### config.mk
export PLATFORM = sky130hd
export DESIGN_NAME = clipped_source_over_pixel_blend
export DESIGN_NICKNAME = d
export VERILOG_FILES = /design/src/cspb_pkg.sv /design/src/cspb_mix.sv /design/src/clipped_source_over_pixel_blend.sv
export SDC_FILE = /design/constraint.sdc
export NUM_CORES = 2
export LEC_CHECK = 0
export BUFFER_PORTS_ARGS = -buffer_cell sky130_fd_sc_hd__buf_2
export CAP_MARGIN = 40
export CORE_UTILIZATION = 36
export CTS_CLUSTER_DIAMETER = 40
export DETAILED_ROUTE_END_ITERATION = 16
export PLACE_DENSITY_LB_ADDON = 0.2
export SYNTH_ARGS = -nofsm -noshare
export SYNTH_HDL_FRONTEND = slang
export SYNTH_SLANG_ARGS = --single-unit
### constraint.sdc
create_clock -name i_clk -period 14.91 [get_ports i_clk]
set_input_delay 1.491 -clock i_clk [delete_from_list [all_inputs] [get_ports i_clk]]
set_output_delay 1.491 -clock i_clk [all_outputs]
set_load 0.01 [all_outputs]
### src/cspb_pkg.sv
// Package for the clipped source-over pixel blend block.
// Holds item structs, register indexes, fixed widths and the divide-by-255 helper.
// No dependencies.
`default_nettype none

package cspb_pkg;

    // Fixed field widths
    localparam int unsigned POS_W  = 16;
    localparam int unsigned CH_W   = 8;
    localparam int unsigned IDX_W  = 24;
    localparam int unsigned CFG_W  = 13;
    localparam int unsigned PROD_W = 2 * CH_W;

    // Register reset values and blend constants
    localparam int unsigned WIDTH_RST  = 640;
    localparam int unsigned HEIGHT_RST = 480;
    localparam logic [CH_W-1:0]   CH_MAX   = 8'd255;
    localparam logic [PROD_W-1:0] ROUND_HALF = 16'd127;

    // Configuration register indexes
    typedef enum logic [1:0] {
        CFG_CANVAS_WIDTH  = 2'd0,
        CFG_CANVAS_HEIGHT = 2'd1
    } t_cfg_reg;

    typedef struct packed {
        logic signed [POS_W-1:0] pos_x;
        logic signed [POS_W-1:0] pos_y;
        logic [CH_W-1:0]         src_red;
        logic [CH_W-1:0]         src_green;
        logic [CH_W-1:0]         src_blue;
        logic [CH_W-1:0]         src_alpha;
        logic [CH_W-1:0]         dst_red;
        logic [CH_W-1:0]         dst_green;
        logic [CH_W-1:0]         dst_blue;
        logic [CH_W-1:0]         dst_alpha;
    } t_pix_in;

    typedef struct packed {
        logic             write_enable;
        logic [IDX_W-1:0] pixel_index;
        logic [CH_W-1:0]  out_red;
        logic [CH_W-1:0]  out_green;
        logic [CH_W-1:0]  out_blue;
        logic [CH_W-1:0]  out_alpha;
    } t_pix_out;

    // Load strobes for the two blend stages
    typedef struct packed {
        logic ld1;
        logic ld2;
    } t_mix_ld;

    // Exact n/255 for n up to 255*255+127: (n + 1 + n/256) / 256
    function automatic logic [CH_W-1:0] div255(input logic [PROD_W-1:0] n);
        logic [PROD_W:0] t;
        t = {1'b0, n} + 17'd1 + 17'(n[PROD_W-1:CH_W]);
        return t[PROD_W-1:CH_W];
    endfunction

endpackage

`default_nettype wire

### src/cspb_mix.sv
// One blend channel: (s*a + d*(255-a) + 127)/255 over two register stages.
// Depends on cspb_pkg for widths, load strobes and div255.
`default_nettype none

module cspb_mix
    import cspb_pkg::*;
(
    input  wire logic            i_clk,
    input  wire t_mix_ld         i_ld,
    input  wire logic [CH_W-1:0] i_src,
    input  wire logic [CH_W-1:0] i_dst,
    input  wire logic [CH_W-1:0] i_alpha,
    output      logic [CH_W-1:0] o_mix
);

    logic [PROD_W-1:0] r_prod_s;
    logic [PROD_W-1:0] r_prod_d;
    logic [PROD_W-1:0] r_num;
    logic [PROD_W-1:0] n_prod_s;
    logic [PROD_W-1:0] n_prod_d;
    logic [PROD_W-1:0] n_num;

    // Stage 1: both weighted products
    assign n_prod_s = PROD_W'(i_src) * PROD_W'(i_alpha);
    assign n_prod_d = PROD_W'(i_dst) * PROD_W'(CH_MAX - i_alpha);

    // Stage 2: rounded numerator, never above 255*255+127
    assign n_num = PROD_W'(r_prod_s + r_prod_d + ROUND_HALF);

    always_ff @(posedge i_clk) begin
        if (i_ld.ld1) begin
            r_prod_s <= n_prod_s;
            r_prod_d <= n_prod_d;
        end
        if (i_ld.ld2) begin
            r_num <= n_num;
        end
    end

    // Divide by 255 feeds the output stage
    assign o_mix = div255(r_num);

endmodule

`default_nettype wire

### src/clipped_source_over_pixel_blend.sv
// Top level of the clipped source-over pixel blend: clip, index and blend pipeline.
// Depends on cspb_pkg and cspb_mix.
//
//  channel | direction | handshake                       | payload
//  --------+-----------+---------------------------------+---------------------------
//  in      | input     | i_in_valid / o_in_ready         | i_in_item  (t_pix_in)
//  out     | output    | o_out_valid / i_out_ready       | o_out_item (t_pix_out)
//  cfg     | input     | i_cfg_valid / o_cfg_ready       | i_cfg_index, i_cfg_data
//
// Three register stages: an accepted item is valid at the output once it has passed all three
// registers; one item per cycle sustained while i_out_ready stays high.
// Stage 1 clips and forms the channel products, stage 2 forms the numerators and
// row*width, stage 3 divides by 255, adds the column and selects the result.
// Reset (synchronous, active low) empties the pipeline and loads 640 x 480, saturated
// to MAX_CANVAS_DIM. A stall at the output holds the result; the stages behind it keep
// filling bubbles, so o_in_ready drops only when all three stages are full.
`default_nettype none

module clipped_source_over_pixel_blend
    import cspb_pkg::*;
#(
    parameter int unsigned MAX_CANVAS_DIM = 4096
) (
    input  wire logic        i_clk,
    input  wire logic        i_rst_n,
    input  wire logic        i_in_valid,
    output      logic        o_in_ready,
    input  wire t_pix_in     i_in_item,
    output      logic        o_out_valid,
    input  wire logic        i_out_ready,
    output      t_pix_out    o_out_item,
    input  wire logic        i_cfg_valid,
    output      logic        o_cfg_ready,
    input  wire logic [1:0]  i_cfg_index,
    input  wire logic [CFG_W-1:0] i_cfg_data
);

    localparam int unsigned DIM_W = $clog2(MAX_CANVAS_DIM + 1);
    localparam int unsigned CRD_W = $clog2(MAX_CANVAS_DIM);
    localparam int unsigned MUL_W = CRD_W + DIM_W;
    localparam logic [DIM_W-1:0] DIM_MAX = DIM_W'(MAX_CANVAS_DIM);
    localparam logic [DIM_W-1:0] W_RST =
        DIM_W'((WIDTH_RST > MAX_CANVAS_DIM) ? MAX_CANVAS_DIM : WIDTH_RST);
    localparam logic [DIM_W-1:0] H_RST =
        DIM_W'((HEIGHT_RST > MAX_CANVAS_DIM) ? MAX_CANVAS_DIM : HEIGHT_RST);

    // Saturated canvas size
    logic [DIM_W-1:0] r_width;
    logic [DIM_W-1:0] r_height;
    logic [DIM_W-1:0] n_dim;

    // Pipeline control
    logic r1_v, r2_v, r3_v;
    logic ld1, ld2, ld3;
    t_mix_ld mix_ld;

    // Stage 1 payload
    logic             r1_we;
    logic [CRD_W-1:0] r1_x;
    logic [CRD_W-1:0] r1_y;
    logic [CH_W-1:0]  r1_dr, r1_dg, r1_db, r1_da;

    // Stage 2 payload
    logic             r2_we;
    logic [CRD_W-1:0] r2_x;
    logic [MUL_W-1:0] r2_row;
    logic [CH_W-1:0]  r2_dr, r2_dg, r2_db, r2_da;

    // Stage 3 result
    t_pix_out r3_out;
    t_pix_out n_out;

    // Clip decode
    logic x_ok, y_ok, n_we;
    logic [CH_W-1:0] mix_r, mix_g, mix_b, mix_a;

    // Saturate a written size to MAX_CANVAS_DIM
    assign n_dim = (i_cfg_data > CFG_W'(MAX_CANVAS_DIM)) ? DIM_MAX : DIM_W'(i_cfg_data);
    assign o_cfg_ready = 1'b1;

    always_ff @(posedge i_clk) begin
        if (!i_rst_n) begin
            r_width  <= W_RST;
            r_height <= H_RST;
        end else if (i_cfg_valid) begin
            unique case (i_cfg_index)
                CFG_CANVAS_WIDTH:  r_width  <= n_dim;
                CFG_CANVAS_HEIGHT: r_height <= n_dim;
                default: ;
            endcase
        end
    end

    // Advance each stage when it is empty or the one ahead moves
    assign ld3 = !r3_v || i_out_ready;
    assign ld2 = !r2_v || ld3;
    assign ld1 = !r1_v || ld2;
    assign o_in_ready  = ld1;
    assign o_out_valid = r3_v;
    assign o_out_item  = r3_out;
    assign mix_ld.ld1  = ld1;
    assign mix_ld.ld2  = ld2;

    always_ff @(posedge i_clk) begin
        if (!i_rst_n) begin
            r1_v <= 1'b0;
            r2_v <= 1'b0;
            r3_v <= 1'b0;
        end else begin
            if (ld1) r1_v <= i_in_valid;
            if (ld2) r2_v <= r1_v;
            if (ld3) r3_v <= r2_v;
        end
    end

    // Clip: nonnegative and below the saturated size; transparent source writes nothing
    assign x_ok = !i_in_item.pos_x[POS_W-1] &&
                  ({1'b0, i_in_item.pos_x[POS_W-2:0]} < POS_W'(r_width));
    assign y_ok = !i_in_item.pos_y[POS_W-1] &&
                  ({1'b0, i_in_item.pos_y[POS_W-2:0]} < POS_W'(r_height));
    assign n_we = x_ok && y_ok && (i_in_item.src_alpha != '0);

    always_ff @(posedge i_clk) begin
        if (ld1) begin
            r1_we <= n_we;
            r1_x  <= i_in_item.pos_x[CRD_W-1:0];
            r1_y  <= i_in_item.pos_y[CRD_W-1:0];
            r1_dr <= i_in_item.dst_red;
            r1_dg <= i_in_item.dst_green;
            r1_db <= i_in_item.dst_blue;
            r1_da <= i_in_item.dst_alpha;
        end
        if (ld2) begin
            r2_we  <= r1_we;
            r2_x   <= r1_x;
            r2_row <= MUL_W'(r1_y) * MUL_W'(r_width);
            r2_dr  <= r1_dr;
            r2_dg  <= r1_dg;
            r2_db  <= r1_db;
            r2_da  <= r1_da;
        end
        if (ld3) begin
            r3_out <= n_out;
        end
    end

    // Blend lanes; opaque alpha falls out exactly as a pass-through of the source
    cspb_mix u_mix_r (
        .i_clk   (i_clk),
        .i_ld    (mix_ld),
        .i_src   (i_in_item.src_red),
        .i_dst   (i_in_item.dst_red),
        .i_alpha (i_in_item.src_alpha),
        .o_mix   (mix_r)
    );

    cspb_mix u_mix_g (
        .i_clk   (i_clk),
        .i_ld    (mix_ld),
        .i_src   (i_in_item.src_green),
        .i_dst   (i_in_item.dst_green),
        .i_alpha (i_in_item.src_alpha),
        .o_mix   (mix_g)
    );

    cspb_mix u_mix_b (
        .i_clk   (i_clk),
        .i_ld    (mix_ld),
        .i_src   (i_in_item.src_blue),
        .i_dst   (i_in_item.dst_blue),
        .i_alpha (i_in_item.src_alpha),
        .o_mix   (mix_b)
    );

    // Coverage: a + (da*(255-a)+127)/255 equals a blend with a full-scale source
    cspb_mix u_mix_a (
        .i_clk   (i_clk),
        .i_ld    (mix_ld),
        .i_src   (CH_MAX),
        .i_dst   (i_in_item.dst_alpha),
        .i_alpha (i_in_item.src_alpha),
        .o_mix   (mix_a)
    );

    // Select blended result or destination copy
    always_comb begin
        n_out.write_enable = r2_we;
        if (r2_we) begin
            n_out.pixel_index = IDX_W'(r2_row + MUL_W'(r2_x));
            n_out.out_red     = mix_r;
            n_out.out_green   = mix_g;
            n_out.out_blue    = mix_b;
            n_out.out_alpha   = mix_a;
        end else begin
            n_out.pixel_index = '0;
            n_out.out_red     = r2_dr;
            n_out.out_green   = r2_dg;
            n_out.out_blue    = r2_db;
            n_out.out_alpha   = r2_da;
        end
    end

endmodule

`default_nettype wire

# Yosys cells after proc, flatten, opt, wreduce, memory -nomap -nowiden
# Cells that the tools add are included.
[op_classes]
shifts = 0
reduce_logical = 16
n_mul = 9
add_sub_neg = 18
n_div = 0
muxes = 2
n_bitwise = 0
magnitude_cmp = 3
n_eq_ne = 1
[ops]
columns = ["operator", "n"]
rows = [
  ["$add 16x1->16 const B", 4],
  ["$add 16x16->16", 4],
  ["$add 16x7->16 const B", 4],
  ["$add 16x8->16", 4],
  ["$mul 8x16->16", 4],
  ["$mul 8x8->16", 3],
  ["$mux 32", 1],
  ["$lt 15x13->1", 2],
  ["$add 24x12->24", 1],
  ["$mul 12x13->24", 1],
  ["$mul 8x8->16 const A", 1],
  ["$gt 13x13->1 const B", 1],
  ["$mux 13", 1],
  ["$sub 8x8->9 const A", 1],
  ["$reduce_bool 8->1", 1],
  ["$logic_not 1->1", 5],
  ["$logic_and 1x1->1", 4],
  ["$reduce_and 2->1", 2],
  ["$logic_or 1x1->1", 3],
  ["$eq 2x1->1 const B", 1],
  ["$logic_not 2->1", 1],
]
[totals]
regBits = 404
n_memories = 0
latchBits = 0
out_inout_bits = 60
ramBits = 0
word_cells = 86
inputBits = 116
romBits = 0

# Depth between registers and ports, before layout
[logic_depth]
word_depth = 4
depth_mapped = 20
mapped_depth_nobuf = 19

# Cells and area by module
# From an unflattened synthesis, not the netlist that was laid out.
[hier_totals]
cells_unflattened = 4051
area_unflattened_um2 = 41514.8
[by_module_without_submodules]
columns = ["module", "n_inst", "area_per_inst_um2", "cells_per_inst"]
rows = [
  ["clipped_source_over_pixel_blend", 1, 13435.4, 1153],
  ["cspb_mix (u_mix_b)", 1, 7121.8, 745],
  ["cspb_mix (u_mix_g)", 1, 7119.3, 736],
  ["cspb_mix (u_mix_a)", 1, 6929.1, 713],
  ["cspb_mix (u_mix_r)", 1, 6909.1, 704],
]

# Worst setup path before layout
# Ideal clock, no wire load.
[synth_path]
path_type = "input-to-reg"
start = "in i_out_ready"
end = "reg r1_da[0] (enable)"
stages = 2
slack_ps = 6991
t_required_ps = 12924
t_arrival_ps = 5932
cell_sequence = "nor2b_1 > nand3_1"
[synth_between]
elab_chain_cells = 3
[synth_rtl]
columns = ["element", "line", "text"]
rows = [
  ["start: declaration", "clipped_source_over_pixel_blend.sv:30", "input wire logic i_out_ready,"],
  ["$logic_or 1x1->1", "clipped_source_over_pixel_blend.sv:95", "assign ld3 = !r3_v || i_out_ready;"],
  ["$logic_or 1x1->1", "clipped_source_over_pixel_blend.sv:96", "assign ld2 = !r2_v || ld3;"],
  ["$logic_or 1x1->1", "clipped_source_over_pixel_blend.sv:97", "assign ld1 = !r1_v || ld2;"],
  ["net o_in_ready", "clipped_source_over_pixel_blend.sv:27", "output logic o_in_ready,"],
  ["end signal: assignment", "clipped_source_over_pixel_blend.sv:131", "r1_da <= i_in_item.dst_alpha;"],
  ["end: declaration", "clipped_source_over_pixel_blend.sv:61", "logic [CH_W-1:0] r1_dr, r1_dg, r1_db, r1_da;"],
]
# The timed path passes the listed nets, and every way through them passes these cells.
# A chain may end at the register's enable or synchronous reset.

# Worst setup path in the final report
[layout_path]
start = "in i_in_item[38] (netlist name)"
end = "reg u_mix_a.r_prod_d[15] (data pin)"
[layout_between]
elab_chain_cells = 2
[layout_rtl]
columns = ["element", "line", "text"]
rows = [
  ["start: declaration", "clipped_source_over_pixel_blend.sv:28", "input wire t_pix_in i_in_item,"],
  ["$sub 8x8->9", "cspb_mix.sv:25", "assign n_prod_d = PROD_W'(i_dst) * PROD_W'(CH_MAX - i_alpha);"],
  ["$mul 8x16->16", "cspb_mix.sv:25", ""],
  ["net u_mix_a.n_prod_d[15]", "cspb_mix.sv:20", "logic [PROD_W-1:0] n_prod_d;"],
  ["end signal: assignment", "cspb_mix.sv:33", "r_prod_d <= n_prod_d;"],
  ["end: declaration", "cspb_mix.sv:17", "logic [PROD_W-1:0] r_prod_d;"],
]
# The timed path passes the listed nets, and every way through them passes these cells.

==> run_results.csv <==
group,metric,value,unit
run_status,outcome,"completed",
floorplanning,io_pins,176,
worst_setup_path,r2r_start,"r_width[7]",
synth,ys_types,75,
worst_setup_path,reg2reg_depth,17,
global_routing,use_met2,29.1,%
flow_run,cap_violations,0,
worst_setup_path,r2r_slack,9080,ps
power_and_ir_drop,irDropWorstVdd,0.0000877,V
global_routing,grt-busiest-layer,"met2",
clock_tree,cts_made_buffers,80,
layout,num-nets-final,5098,
timing,period_needed,6200,ps
clock_tree,clkLatencyLatePin,640,ps
power_and_ir_drop,power.leakage,21.2,nW
global_routing,grt.met3_usage,2.89,%
layout,area_growth,13.5,%
floorplanning,die_x,333,um
floorplanning,core_area,109000,um2
floorplanning,dieArea,111000,um2
synth,async_reset_ff_share,0,%
timing,setup_tns,0,ps
synth,synth_top_flop_cell,"edfxtp_1",
clock_tree,clock_sinks,404,
power_and_ir_drop,total_power,0.00760,W
layout,regArea,11800,um2
detailed_routing,drtIter0Drc,1064,
synth,ys_seq_area_share,29.9,%
placed_design,dp_cells,5393,
timing,slew_viol_final,0,
clock_tree,h-tree-depth,3,
layout,multi_input_area,24800,um2
worst_setup_path,r2r_end,"r2_row[21]",
worst_hold_path,hold_class,"flop to flop",
placed_design,dp_hpwl,72.2,mm
layout,final_common_cell,"inv_1",
synth,syn_area,39600,um2
worst_setup_path,startpoint,"i_in_item[38]",
synth,mappedNetlistNets,4908,
timing,max-slew-margin-rel,47.5,%
timing,finClkSkew,28.5,ps
detailed_routing,drt-wirelength-per-cell,16.7,um
detailed_routing,viasPerCell,4.82,
global_routing,globalRouteOverflowTotal,0,
synth,syn-instance-count,3872,
layout,instances_no_fill,5542,
clock_tree,cts_hold_buf,0,
timing,worstMarginPinSlew,788,ps
detailed_routing,detail-route-antenna-nets,0,
worst_setup_path,cp-start-kind,"input port",
synth,synth-edff-count,375,
worst_hold_path,holdPathStages,0,
floorplanning,start_util,36.3,%
layout,fillCellCount,10700,
worst_setup_path,cp_max_fo,43,
global_routing,grt_pass1_vias,27700,
clock_tree,clk_pin_slew,50,ps
worst_setup_path,critical_path_arrival,6570,ps
clock_tree,cts_resized,0,
synth,yosysTopAreaCell,"edfxtp_1",
worst_setup_path,crit_type,"input port to flop",
synth,synth-seq-cells,404,
floorplanning,rows,121,
floorplanning,die_y,333,um
clock_tree,cts_buffer_depth,3,
timing,hold_viol,0,
detailed_routing,route.detailed.drc,0,
worst_setup_path,crit_end,"u_mix_a.r_prod_d[15]",
global_routing,grt_pass1_wl,150,mm
timing,hold_ws,408,ps
layout,largest_reg_flops,57,
timing,finalSetupViolations,0,
synth,yosysWarnings,0,
detailed_routing,via_count,26700,
worst_setup_path,endpoint_kind,"flop",
clock_tree,cts_tree,"built",
placed_design,place_congestion,0.812,
global_routing,grtUsageMet1,22.1,%
synth,synthTopCellsByArea,"edfxtp_1 (28%), fa_1 (20%), ha_1 (17%)",
global_routing,antenna_found_initial,14,
timing,fmax,0.161,GHz
layout,drive_above_1_share,8.94,%
detailed_routing,wl,92.8,mm
detailed_routing,drt-pass1-iter-count,5,
placed_design,portBuffers,174,
synth,syn_avg_cell_area,10.2,um2
clock_tree,cts-root-buf,"clkbuf_16",
power_and_ir_drop,power_density,169,nW/um2
layout,most-common-layout-cells,"inv_1 (683), ha_1 (530), nand2_1 (413)",
synth,yosysTopAreaCellShare,28.5,%
clock_tree,post_cts_buffers,0,
timing,rsz0062_at_grt,"no",
global_routing,grt_start_max_net_pins,56,
global_routing,track_usage,17.1,%
timing,finalCritPeriodShare,41.6,%
worst_setup_path,required,15280,ps
==> logic make-up (layout without fill, tap and decap cells) <==
group,Yosys count,count (layout),synth area share [%]
fa+ha+maj,920,920,36.5
buf+inv,779,1033,7.41
simple gates,1084,1084,13.5
other cells,1,3,0.00948
xor+xnor,198,198,4.38
compound gates,476,476,7.99
flops,404,404,29.9
mux,10,10,0.256
==> worst min-delay path by stage <==
stage | slack, ps | endpoint | startpoint
finish | 410 | r2_dg[1] | r1_dg[1]
global route | 420 | r2_dg[1] | r1_dg[1]
CTS | 410 | r2_dg[1] | r1_dg[1]
detailed placement | 400 | r2_da[4] | r1_da[4]
global placement | 400 | r2_da[3] | r1_da[3]
floorplan | 400 | r2_da[0] | r1_da[0]
==> area by class of cell <==
class,count,area share (%)
flip-flops and latches,404,26.4
clock buffers,89,4.63
multi-input cells,2689,55.3
clock inverters,57,1.42
inverters,686,5.74
repair buffers,201,2.63
diodes,2,0.0112
well taps,1414,3.94
==> per-stage QoR <==
step / instance area, um2 / setup slack (ps) / utilization (%)
floorplan: 39600 / 6990 / -
global route: 44900 / 8410 / 41.2
CTS: 44900 / 8620 / 41.2
finish: 44900 / 8710 / 41.2
global placement: 42000 / 8070 / 38.6
detailed placement: 42100 / 7970 / 38.7
==> per-layer routing <==
metal | up-vias | share of wire [%]
met5 | - | 0.087
met4 | 12 | 2.3
met3 | 138 | 4.4
met2 | 408 | 48
met1 | 13100 | 46
li1 | 13100 | -
==> power breakdown <==
part	leakage (nW)	internal, W	switching [W]
clock	1.31	0.00117	0.000628
sequential	4.29	0.00177	0.000176
combinational	15.6	0.00172	0.00214
==> cells in the mapped netlist, types with 8 or more instances <==
master    instances
inv_1           684
ha_1            530
nand2_1         414
fa_1            390
edfxtp_1        375
nor2b_1         186
and2_1          170
a21oi_1         169
xnor2_1         150
nor2_1          138
clkbuf_1         88
o21ai_0          73
o21a_1           58
nand3_1          50
xor2_1           48
dfxtp_1          29
a21o_1           28
nand2b_1         25
o211ai_1         24
nor3_1           23
or3_1            17
a211oi_1         16
and3_1           16
nand4_1          16
a21boi_0         12
o21bai_1         10
o31a_1           10
mux2i_1           9
o31ai_1           9
nor4_1            8
==> worst max-delay path: stages <==
cell,delay [ps]
buf_2,80
buf_4,470
clkinv_1,820
nand2_1,310
fa_1,480
fa_1,540
inv_1,50
fa_1,490
fa_1,410
ha_1,360
a21oi_1,210
a21oi_1,100
a2111oi_2,420
a21oi_1,140
xnor2_1,150
Power figures use the tool's default switching activity.
